File: src/rtl/cvmb_pkg.sv
// ----------------------------------------------------------------------------
// cvmb_pkg
// constants, types and tables for the camera view matrix builder
// ----------------------------------------------------------------------------
package cvmb_pkg;

    localparam int FRAC_BITS_DEF  = 16;
    localparam int ANGLE_BITS_DEF = 16;
    localparam int CORDIC_STEPS   = 16;
    localparam logic signed [33:0] CORDIC_X0 = 34'sd652032874;

    typedef struct packed {
        logic [2:0]         ops;
        logic signed [31:0] pos_x;
        logic signed [31:0] pos_y;
        logic signed [31:0] pos_z;
        logic [15:0]        angle_x;
        logic [15:0]        angle_y;
    } t_req;

    typedef struct packed {
        logic signed [31:0] element;
        logic [1:0]         row;
        logic [1:0]         col;
        logic               last;
    } t_rsp;

    function automatic logic signed [21:0] atan_lut(input logic [3:0] i);
        case (i)
            4'd0:    atan_lut = 22'sd131072;
            4'd1:    atan_lut = 22'sd77376;
            4'd2:    atan_lut = 22'sd40884;
            4'd3:    atan_lut = 22'sd20753;
            4'd4:    atan_lut = 22'sd10417;
            4'd5:    atan_lut = 22'sd5213;
            4'd6:    atan_lut = 22'sd2607;
            4'd7:    atan_lut = 22'sd1304;
            4'd8:    atan_lut = 22'sd652;
            4'd9:    atan_lut = 22'sd326;
            4'd10:   atan_lut = 22'sd163;
            4'd11:   atan_lut = 22'sd81;
            4'd12:   atan_lut = 22'sd41;
            4'd13:   atan_lut = 22'sd20;
            4'd14:   atan_lut = 22'sd10;
            default: atan_lut = 22'sd5;
        endcase
    endfunction

endpackage

File: src/rtl/cvmb_if.sv
// ----------------------------------------------------------------------------
// cvmb_if
// valid/ready channel carrying one payload type
// ----------------------------------------------------------------------------
interface cvmb_if #(
    parameter type T = logic
);
    logic valid;
    logic ready;
    T     data;

    modport source (output valid, output data, input ready);
    modport sink   (input valid, input data, output ready);
endinterface

File: src/rtl/camera_view_matrix_builder.sv
// sequence: accept, apply identity and translation, then emit the elements
//   rotation first runs two cordic passes, the coefficient products and the
//   multiply-accumulate (3 products plus write-back per element)
// flow control: one request at a time; no new request is accepted until all
//   sixteen elements have been emitted
// reset: synchronous active low, matrix returns to identity
// ----------------------------------------------------------------------------
// camera_view_matrix_builder
// view matrix kept in fixed point, updated by identity, translation and
// a pitch/yaw rotation through one shared multiplier and one cordic stage
// ----------------------------------------------------------------------------
module camera_view_matrix_builder
    import cvmb_pkg::*;
#(
    parameter int FRAC_BITS  = FRAC_BITS_DEF,
    parameter int ANGLE_BITS = ANGLE_BITS_DEF
) (
    input  logic   i_clk,
    input  logic   i_rst_n,
    cvmb_if.sink   i_req,
    cvmb_if.source o_rsp
);

    localparam logic [3:0] S_IDLE = 4'd0;
    localparam logic [3:0] S_OPS  = 4'd1;
    localparam logic [3:0] S_CORA = 4'd2;
    localparam logic [3:0] S_CORB = 4'd3;
    localparam logic [3:0] S_COEF = 4'd4;
    localparam logic [3:0] S_MAC  = 4'd5;
    localparam logic [3:0] S_WB   = 4'd6;
    localparam logic [3:0] S_OUT  = 4'd7;
    localparam logic [15:0] AMASK = 16'(16'hFFFF << (16 - ANGLE_BITS));
    localparam logic signed [31:0] ONE = 32'sd1 <<< FRAC_BITS;

    logic [3:0]         r_state;
    t_req               r_req;
    logic signed [31:0] r_m [16];
    logic signed [31:0] r_t [12];

    // cordic
    logic signed [33:0] r_x, r_y;
    logic signed [21:0] r_z;
    logic               r_neg;
    logic [4:0]         r_step;
    logic signed [16:0] r_sa, r_ca, r_sb, r_cb;
    logic signed [16:0] r_c [9];

    // mac counters
    logic [1:0] r_i, r_j, r_k;
    logic [3:0] r_cnt;
    logic signed [51:0] r_acc;
    logic signed [48:0] r_prod;
    logic               r_pv;

    // cordic step
    logic signed [33:0] sh_x, sh_y;
    logic signed [35:0] rx, ry;
    logic signed [16:0] cos_q, sin_q;
    assign sh_x = r_x >>> r_step[3:0];
    assign sh_y = r_y >>> r_step[3:0];
    assign rx = (r_neg ? -36'(r_x) : 36'(r_x)) + 36'sd16384;
    assign ry = (r_neg ? -36'(r_y) : 36'(r_y)) + 36'sd16384;

    function automatic logic signed [16:0] clampu(input logic signed [35:0] v);
        logic signed [35:0] q;
        q = v >>> 15;
        if (q > 36'sd32768) clampu = 17'sd32767 + 17'sd1;
        else if (q < -36'sd32768) clampu = -17'sd32768;
        else clampu = 17'(q);
    endfunction
    assign cos_q = clampu(rx);
    assign sin_q = clampu(ry);

    // fold angle into cordic start
    function automatic logic [22:0] fold(input logic [15:0] a);
        logic signed [17:0] z;
        logic               n;
        z = 18'(signed'({2'b00, a}));
        if (z >= 18'sd32768) z = z - 18'sd65536;
        n = 1'b0;
        if (z > 18'sd16384) begin
            z = z - 18'sd32768; n = 1'b1;
        end else if (z < -18'sd16384) begin
            z = z + 18'sd32768; n = 1'b1;
        end
        fold = {n, 22'(z) <<< 4};
    endfunction

    logic [15:0] ang_a, ang_b;
    logic [22:0] fa, fb;
    assign ang_a = r_req.angle_x & AMASK;
    assign ang_b = 16'(17'h10000 - {1'b0, r_req.angle_y & AMASK});
    assign fa = fold(ang_a);
    assign fb = fold(ang_b);

    // shared multiplier: 32 x 17
    logic signed [31:0] mul_a;
    logic signed [16:0] mul_b;
    logic signed [48:0] mul_p;
    assign mul_p = 49'(mul_a) * 49'(mul_b);

    logic [3:0] coef_sel;
    always_comb begin
        mul_a = r_t[{r_k, r_j}];
        mul_b = r_c[4'(r_i) * 4'd3 + 4'(r_k)];
        coef_sel = r_cnt;
        if (r_state == S_COEF) begin
            case (coef_sel)
                4'd0:    begin mul_a = 32'(r_sa); mul_b = r_sb; end
                4'd1:    begin mul_a = 32'(r_sa); mul_b = r_cb; end
                4'd2:    begin mul_a = 32'(r_ca); mul_b = r_sb; end
                default: begin mul_a = 32'(r_ca); mul_b = r_cb; end
            endcase
        end
    end

    logic signed [48:0] rnd_p;
    assign rnd_p = (r_prod + 49'sd16384) >>> 15;
    // the third product is still in r_prod during write-back
    logic signed [51:0] rnd_acc;
    assign rnd_acc = (r_acc + 52'(r_prod) + 52'sd16384) >>> 15;
    logic signed [31:0] sat_acc;
    always_comb begin
        if (rnd_acc > 52'sd2147483647) sat_acc = 32'sh7FFFFFFF;
        else if (rnd_acc < -52'sd2147483648) sat_acc = 32'sh80000000;
        else sat_acc = 32'(rnd_acc);
    end

    function automatic logic signed [31:0] negsat(input logic signed [31:0] v);
        negsat = (v == 32'sh80000000) ? 32'sh7FFFFFFF : -v;
    endfunction

    assign i_req.ready = (r_state == S_IDLE);
    assign o_rsp.valid = (r_state == S_OUT);
    assign o_rsp.data.element = r_m[r_cnt];
    assign o_rsp.data.row = r_cnt[3:2];
    assign o_rsp.data.col = r_cnt[1:0];
    assign o_rsp.data.last = (r_cnt == 4'd15);

    always_ff @(posedge i_clk) begin
        if (!i_rst_n) begin
            r_state <= S_IDLE;
            r_cnt   <= '0;
            for (int n = 0; n < 16; n++)
                r_m[n] <= (n % 5 == 0) ? ONE : 32'sd0;
        end else begin
            case (r_state)
                S_IDLE: begin
                    if (i_req.valid) begin
                        r_req   <= i_req.data;
                        r_state <= S_OPS;
                    end
                end
                S_OPS: begin
                    if (r_req.ops[0])
                        for (int n = 0; n < 16; n++)
                            r_m[n] <= (n % 5 == 0) ? ONE : 32'sd0;
                    if (r_req.ops[1]) begin
                        r_m[3]  <= negsat(r_req.pos_x);
                        r_m[7]  <= negsat(r_req.pos_y);
                        r_m[11] <= negsat(r_req.pos_z);
                    end
                    r_cnt <= '0;
                    if (r_req.ops[2]) begin
                        r_state <= S_CORA;
                        r_x <= CORDIC_X0; r_y <= '0;
                        r_z <= signed'(fa[21:0]); r_neg <= fa[22];
                        r_step <= '0;
                    end else begin
                        r_state <= S_OUT;
                    end
                end
                S_CORA, S_CORB: begin
                    if (r_step == 5'(CORDIC_STEPS)) begin
                        if (r_state == S_CORA) begin
                            r_sa <= sin_q; r_ca <= cos_q;
                            r_x <= CORDIC_X0; r_y <= '0;
                            r_z <= signed'(fb[21:0]); r_neg <= fb[22];
                            r_step <= '0;
                            r_state <= S_CORB;
                        end else begin
                            r_sb <= sin_q; r_cb <= cos_q;
                            r_cnt <= '0; r_pv <= 1'b0;
                            r_state <= S_COEF;
                        end
                    end else begin
                        if (r_z >= 0) begin
                            r_x <= r_x - sh_y; r_y <= r_y + sh_x;
                            r_z <= r_z - atan_lut(r_step[3:0]);
                        end else begin
                            r_x <= r_x + sh_y; r_y <= r_y - sh_x;
                            r_z <= r_z + atan_lut(r_step[3:0]);
                        end
                        r_step <= r_step + 5'd1;
                    end
                end
                S_COEF: begin
                    // one product per cycle, registered and rounded in the cycle after
                    r_prod <= mul_p;
                    r_pv   <= (r_cnt < 4'd4);
                    if (r_pv) begin
                        case (r_cnt)
                            4'd1:    r_c[3] <= -17'(rnd_p);
                            4'd2:    r_c[5] <= -17'(rnd_p);
                            4'd3:    r_c[6] <= 17'(rnd_p);
                            default: r_c[8] <= 17'(rnd_p);
                        endcase
                    end
                    if (r_cnt == 4'd4) begin
                        r_c[0] <= r_cb; r_c[1] <= '0; r_c[2] <= -r_sb;
                        r_c[4] <= r_ca; r_c[7] <= r_sa;
                        for (int n = 0; n < 12; n++) r_t[n] <= r_m[n];
                        r_i <= '0; r_j <= '0; r_k <= '0;
                        r_acc <= '0;
                        r_state <= S_MAC;
                    end else begin
                        r_cnt <= r_cnt + 4'd1;
                    end
                end
                S_MAC: begin
                    r_prod <= mul_p;
                    r_pv   <= 1'b1;
                    if (r_pv) r_acc <= r_acc + 52'(r_prod);
                    if (r_k == 2'd2) r_state <= S_WB;
                    else r_k <= r_k + 2'd1;
                end
                S_WB: begin
                    r_m[{r_i, r_j}] <= sat_acc;
                    r_acc <= '0; r_pv <= 1'b0; r_k <= '0;
                    if (r_j == 2'd3) begin
                        r_j <= '0;
                        if (r_i == 2'd2) begin
                            r_cnt <= '0; r_state <= S_OUT;
                        end else begin
                            r_i <= r_i + 2'd1; r_state <= S_MAC;
                        end
                    end else begin
                        r_j <= r_j + 2'd1; r_state <= S_MAC;
                    end
                end
                S_OUT: begin
                    if (o_rsp.ready) begin
                        r_cnt <= r_cnt + 4'd1;
                        if (r_cnt == 4'd15) r_state <= S_IDLE;
                    end
                end
                default: r_state <= S_IDLE;
            endcase
        end
    end

endmodule

File: src/flat_wrapper.sv
// flat-port wrapper written by rule: the top's interface ports become plain ports
module camera_view_matrix_builder_flat import cvmb_pkg::*;
#(
    parameter int FRAC_BITS  = FRAC_BITS_DEF,
    parameter int ANGLE_BITS = ANGLE_BITS_DEF
)
  (i_clk, i_rst_n, i_req_valid, i_req_data, i_req_ready, o_rsp_valid, o_rsp_data, o_rsp_ready);
  cvmb_if #(.T(t_req)) i_req_i ();
  cvmb_if #(.T(t_rsp)) o_rsp_i ();
  input  logic i_clk;
  input  logic i_rst_n;
  input wire logic [$bits(i_req_i.valid)-1:0] i_req_valid;
  input wire logic [$bits(i_req_i.data)-1:0] i_req_data;
  output wire logic [$bits(i_req_i.ready)-1:0] i_req_ready;
  output wire logic [$bits(o_rsp_i.valid)-1:0] o_rsp_valid;
  output wire logic [$bits(o_rsp_i.data)-1:0] o_rsp_data;
  input wire logic [$bits(o_rsp_i.ready)-1:0] o_rsp_ready;
  assign i_req_i.valid = i_req_valid;
  assign i_req_i.data = i_req_data;
  assign i_req_ready = i_req_i.ready;
  assign o_rsp_valid = o_rsp_i.valid;
  assign o_rsp_data = o_rsp_i.data;
  assign o_rsp_i.ready = o_rsp_ready;
  camera_view_matrix_builder #(.FRAC_BITS(FRAC_BITS), .ANGLE_BITS(ANGLE_BITS)) u_core (.i_clk(i_clk), .i_rst_n(i_rst_n), .i_req(i_req_i), .o_rsp(o_rsp_i));
endmodule
File: config.mk
export PLATFORM = sky130hd
export DESIGN_NAME = camera_view_matrix_builder_flat
export DESIGN_NICKNAME = d
export VERILOG_FILES = /design/src/rtl/cvmb_pkg.sv /design/src/rtl/cvmb_if.sv /design/src/rtl/camera_view_matrix_builder.sv /design/src/flat_wrapper.sv
export SDC_FILE = /design/constraint.sdc
export NUM_CORES = 2
export LEC_CHECK = 0
export BUFFER_PORTS_ARGS = -buffer_cell sky130_fd_sc_hd__buf_2
export CORE_MARGIN = 5
export CORE_UTILIZATION = 55
export CTS_CLUSTER_DIAMETER = 120
export DETAILED_ROUTE_END_ITERATION = 16
export GPL_TIMING_DRIVEN = 1
export MAX_ROUTING_LAYER = met4
export PLACE_DENSITY_LB_ADDON = 0.1
export REMOVE_ABC_BUFFERS = 1
export SYNTH_ARGS = -nofsm -noshare
export SYNTH_HDL_FRONTEND = slang
export SYNTH_SLANG_ARGS = --single-unit
File: constraint.sdc
create_clock -name i_clk -period 62.1 [get_ports i_clk]
set_clock_uncertainty 0.2 [all_clocks]
set_input_delay 9.315 -clock i_clk [delete_from_list [all_inputs] [get_ports i_clk]]
set_output_delay 9.315 -clock i_clk [all_outputs]
set_load 0.05 [all_outputs]
After elaboration in Yosys (flattened, before gate mapping):

Memories as Yosys holds them, arrays and structs flattened. A register that Yosys moved wholly into a read port is not among the register bits.
Cells that the tools add are included.

* reduce and logical (&&, ||, !) cells: 29
* shift-type cells: 2
* add/subtract/negate cells: 31
* equal/unequal tests: 35
* bitwise operators: 20
* multiply operators: 2
* mux-type cells: 159
* order comparisons: 14

Operators by type and width (number)
* 32-bit two-way mux: 27
* 34-bit two-way mux: 8
* 22-bit two-way mux: 12
* 52-bit one-hot mux with 3 select lines: 1
* 17-bit two-way mux: 9
* 34-bit one-hot mux with 2 select lines: 2
* 18-bit two-way mux: 6
* 52-bit two-way mux: 2
* 32-bit equality test, second input constant: 3
* 32-bit negation: 3
* 4-bit two-way mux: 20
* 36-bit by 16-bit adder with 36-bit output, second input constant: 2
* 36-bit two-way mux: 2
* 34-bit negation with 36-bit output: 2
* 34-bit adder: 2
* 34-bit by 4-bit >>> shifter with 34-bit output: 2
* 34-bit subtractor: 2
* 52-bit by 16-bit adder with 52-bit output, second input constant: 1
* 52-bit by 49-bit adder with 52-bit output: 1
* 17-bit OR reduction: 3
* 32-bit by 17-bit multiplier with 49-bit output: 1
* 1-bit two-way mux: 49
* 22-bit one-hot mux with 2 select lines: 1
* 21-bit by 17-bit > comparator with 1-bit output, second input constant: 2
* other kinds (56): 129

* flip-flop bits (word level): 411
* logic and storage cells: 320
* bits in writable memories: 1049
* input bits: 135
* memories: 5
* bits in read-only memories: 576

Memories
* u_core.r_m: words 16, width 32, rd ports 13, clocked after memory_dff 1, write ports 16, RTL line camera_view_matrix_builder.sv:37 `logic signed [31:0] r_m [16];`
* u_core.r_t: words 12, width 32, rd ports 1, clocked after memory_dff 0, write ports 12, RTL line camera_view_matrix_builder.sv:38 `logic signed [31:0] r_t [12];`
* (no name shown): words 16, width 18, rd ports 1, clocked after memory_dff 1, write ports 0, RTL line cvmb_pkg.sv:29 `case (i)`
* (no name shown): words 16, width 18, rd ports 1, clocked after memory_dff 1, write ports 0, RTL line cvmb_pkg.sv:29
* u_core.r_c: words 9, width 17, rd ports 1, clocked after memory_dff 0, write ports 6, RTL line camera_view_matrix_builder.sv:46 `logic signed [16:0] r_c [9];`

Logic depth before layout (Yosys ltp):

* depth in word-level cells: 10
* mapped depth: 45

Worst setup path after synthesis:

No wires, ideal clock.

* path type: input port to flip-flop
* start: input i_rst_n
* end: memory u_core.r_c[0][0], enable pin
* data required time: 60080 ps
* library setup time: 1820 ps
* slack: 20094 ps
* stages: 2
* arrival: 39986 ps
* cell sequence: nand2_1 nor3_1

RTL lines
* from (decl): RTL line flat_wrapper.sv:11 `input logic i_rst_n;`
* to (decl): RTL line camera_view_matrix_builder.sv:46

==> Implementation_results.wiki <==
{| class="wikitable"
! Metric !! Value
|-
| Port buffer count || 173
|-
| Width of the die || 430.3 microns
|-
| Most frequent CP cell || sky130_fd_sc_hd__mux4_2
|-
| Setup Fix Bufs, Post-CTS || 0
|-
| H-tree depth reported by CTS || 4
|-
| Final hold violations || 0
|-
| Highest-count cells in the layout ignoring fill and taps || 1,435 x sky130_fd_sc_hd__edfxtp_1, 665 x sky130_fd_sc_hd__inv_1, 639 x sky130_fd_sc_hd__nor2_1, 634 x sky130_fd_sc_hd__nand2_1, 526 x sky130_fd_sc_hd__fa_1
|-
| Result of the run || finished, final reports clean
|-
| Cell area after synthesis || 97,160 sq um
|-
| Final total negative setup slack || 0 ps
|-
| Worst setup EP type || primary output
|-
| CP Class || flop to primary output
|-
| Global-route track usage on met1 || 0.4509
|-
| Standard cell with the maximum stage delay on the critical path || sky130_fd_sc_hd__dfxtp_4
|-
| Area share of the leading cell type in the synthesized netlist || 0.4435
|-
| Clock slew at reported path FFs || 60 ps
|-
| # nets final || 9,142
|-
| Required time of the critical path || 52,590 ps
|-
| Number of iterations in the first detailed-routing pass || 8
|-
| Number of max-slew violations in the final report || 0
|-
| Main synth FF type || sky130_fd_sc_hd__edfxtp_1
|-
| Detailed-route wire length per cell || 28.88 microns
|-
| Number of distinct library cells after synthesis || 105
|-
| Worst hold margin || 233.9 ps
|-
| Maximum number of pins on one net before global-route repair || 172
|-
| Maximum root-to-sink buffer count || 3
|-
| Minimum period implied by the final worst setup slack || 13,730 ps
|-
| Die Footprint || 185,200 sq um
|-
| RD Place Congestion || 0.9067
|-
| Number of buffers added to fix hold violations after cts || 0
|-
| Layout Area Growth over Synthesis || 8.752%
|-
| Post-CTS Resized || 0
|-
| Number of fill cells in the layout || 14,220
|-
| Vias after detailed routing || 69,840
|-
| Number of synthesized register bits || 1,464
|-
| Path category of the worst min-delay check || flop to flop
|-
| Wire length after detailed routing || 308.4 mm
|-
| Antenna violations before repair || 12
|-
| Unrepaired setup endpoints after global routing || no
|-
| Peak clock frequency supported by timing || 72.83 MHz
|-
| Count of pins on the block boundary || 174
|-
| Global routing usage on met2 || 0.5045
|-
| Number of buffers inserted during clock tree synthesis || 158
|-
| Type of element launching the critical path || flop
|-
| Std-Cell Rows || 154
|-
| WP data arrival || 4220 ps
|-
| Most utilized layer in the global route result || met2
|-
| Leading area contributor after synthesis || sky130_fd_sc_hd__edfxtp_1
|-
| EDFF count, synth || 1,435
|-
| Most frequent standard cell in the layout excluding fill and tap cells || sky130_fd_sc_hd__edfxtp_1
|-
| First-iteration detailed-routing DRC count || 8,597
|-
| Largest incremental delay on the critical path || 960 ps
|-
| Core region area || 175,900 sq um
|-
| Clk root buf || sky130_fd_sc_hd__clkbuf_16
|-
| Number of routed nets with antenna violations || 0
|-
| Post-DR vias/cell || 6.541
|-
| Delay-heaviest family, CP || multiplexers
|-
| Synthesized area per cell || 11.80 sq um
|-
| HPWL after detailed placement || 206.6 mm
|-
| Count of yosys warnings during synthesis || 0
|-
| Part of the Yosys area used for sequential elements || 0.4495
|-
| Synth async-reset ratio || 0
|-
| Clock latency of the later-clocked register in the worst-skew pair || 840 ps
|-
| Total gr overflow || 0
|-
| Synth Instances || 8,235
|-
| Drc violations || 0
|-
| Final Setup Violations || 0
|-
| Final worst path period share || 0.2211
|-
| Max-cap viol count || 0
|-
| Slew HR || 0.1477
|-
| Number of clock sinks seen by CTS || 1,464
|-
| Buffers plus inverters on the worst setup path || 2
|-
| Height of the die || 430.3 microns
|-
| Share of layout cells above drive strength 1 || 0.1361
|-
| Wire length of the first global-routing pass || 455.4 mm
|-
| Top cells by area in the synthesized netlist || sky130_fd_sc_hd__edfxtp_1 44%, sky130_fd_sc_hd__fa_1 11%, sky130_fd_sc_hd__mux4_2 7.9%
|-
| Via count of the first global-routing pass || 68,850
|-
| TritonCTS clock tree || yes
|-
| Critical Path, Cell by Cell || buf_4, mux4_2, mux4_2, buf_2
|-
| Effective utilization at floorplan || 0.5523
|-
| Overall routing resource usage || 0.3399
|-
| Transition time at the pin with the least slew margin || 1272 ps
|-
| Global-route met3 utilization || 0.08090
|-
| Maximum fanout along the worst path || 52
|}
metal layers:
metal / routed length [microns] / part of all wire / up-vias
met5: 0 / 0 / -
met4: 15730 / 0.051 / 0
met3: 33560 / 0.11 / 791
met2: 139000 / 0.45 / 3831
met1: 120100 / 0.39 / 35230
li1: - / - / 29990
logic make-up (layout without fill, tap and decap cells):
| kind of cell | count (synthesis) | in the layout | synth area share |
|---|---|---|---|
| AND/OR/NAND/NOR | 2217 | 2217 | 0.1082 |
| AO/OA/AOI/OAI | 1599 | 1599 | 0.1117 |
| flip-flops | 1464 | 1464 | 0.4495 |
| buffers and inverters | 1217 | 1307 | 0.05098 |
| adder cells (fa/ha/maj) | 817 | 817 | 0.1459 |
| multiplexers | 473 | 473 | 0.09323 |
| XOR/XNOR | 448 | 448 | 0.04038 |
| other | 0 | 13 | 0 |
through the flow:
step	setup WS, ps	util	area [sq um]	cells
floorplan	20090	-	94710	7684
global placement	49180	0.5708	100400	10370
detailed placement	49120	0.5709	100400	10370
CTS	48250	0.6004	105600	10670
global route	48130	0.6006	105700	10680
finish	48370	0.6006	105700	10680
area by class of cell:
cell class / count / area (sq um) / area share
sequential: 1464 / 43680 / 0.4134
timing repair buffer: 346 / 2197 / 0.02079
multi-input combinational: 5554 / 49130 / 0.4649
antenna: 13 / 32.53 / 0.0003079
tap: 2340 / 2928 / 0.02771
clock inverter: 101 / 1054 / 0.009970
inverter: 666 / 2500 / 0.02366
clock buffer: 194 / 4140 / 0.03918
cell usage after synthesis, drive strengths merged, types with 73 or more instances:
cell type / n
mux2i: 95
xor2: 167
nand2: 655
nand3: 103
fa: 527
ha: 290
o31ai: 432
nor2: 646
nand2b: 112
clkbuf: 385
mux4: 342
xnor2: 281
o21ai: 316
o311ai: 73
buf: 166
a21o: 79
a21oi: 305
inv: 665
nor2b: 117
nor3: 142
edfxtp: 1435
worst paths after layout:
path,from,to,slack [ps],depth (start not counted)
setup reg to reg,u_core.r_j[0],u_core.r_prod[48],49990,31
hold / removal,u_core.r_m[4][0],u_core.r_t[4][0],230,0
setup / recovery,flop,o_rsp_data[28],48370,4
hold reg to reg,u_core.r_m[4][0],u_core.r_t[4][0],230,0
registers in the layout (all words and copies together) (netlist names), 2 cells and up, named ones only:
name	flops
u_core.r_y	34
u_core.r_i	2
u_core.r_prod	49
u_core.ang_a	16
u_core.r_sb	17
u_core.r_ca	17
u_core.r_acc	52
u_core.r_j	2
u_core.r_m	512
u_core.r_step	5
u_core.coef_sel	4
u_core.r_sa	17
u_core.r_x	34
u_core.r_req	115
u_core.r_t	384
u_core.r_z	22
u_core.r_k	2
u_core.r_cb	17
u_core.r_state	3
u_core.r_c	136
Power is left out: the tool's default activity adds up to more than one toggle a clock period on the data nets, which glitch-free logic cannot reach.
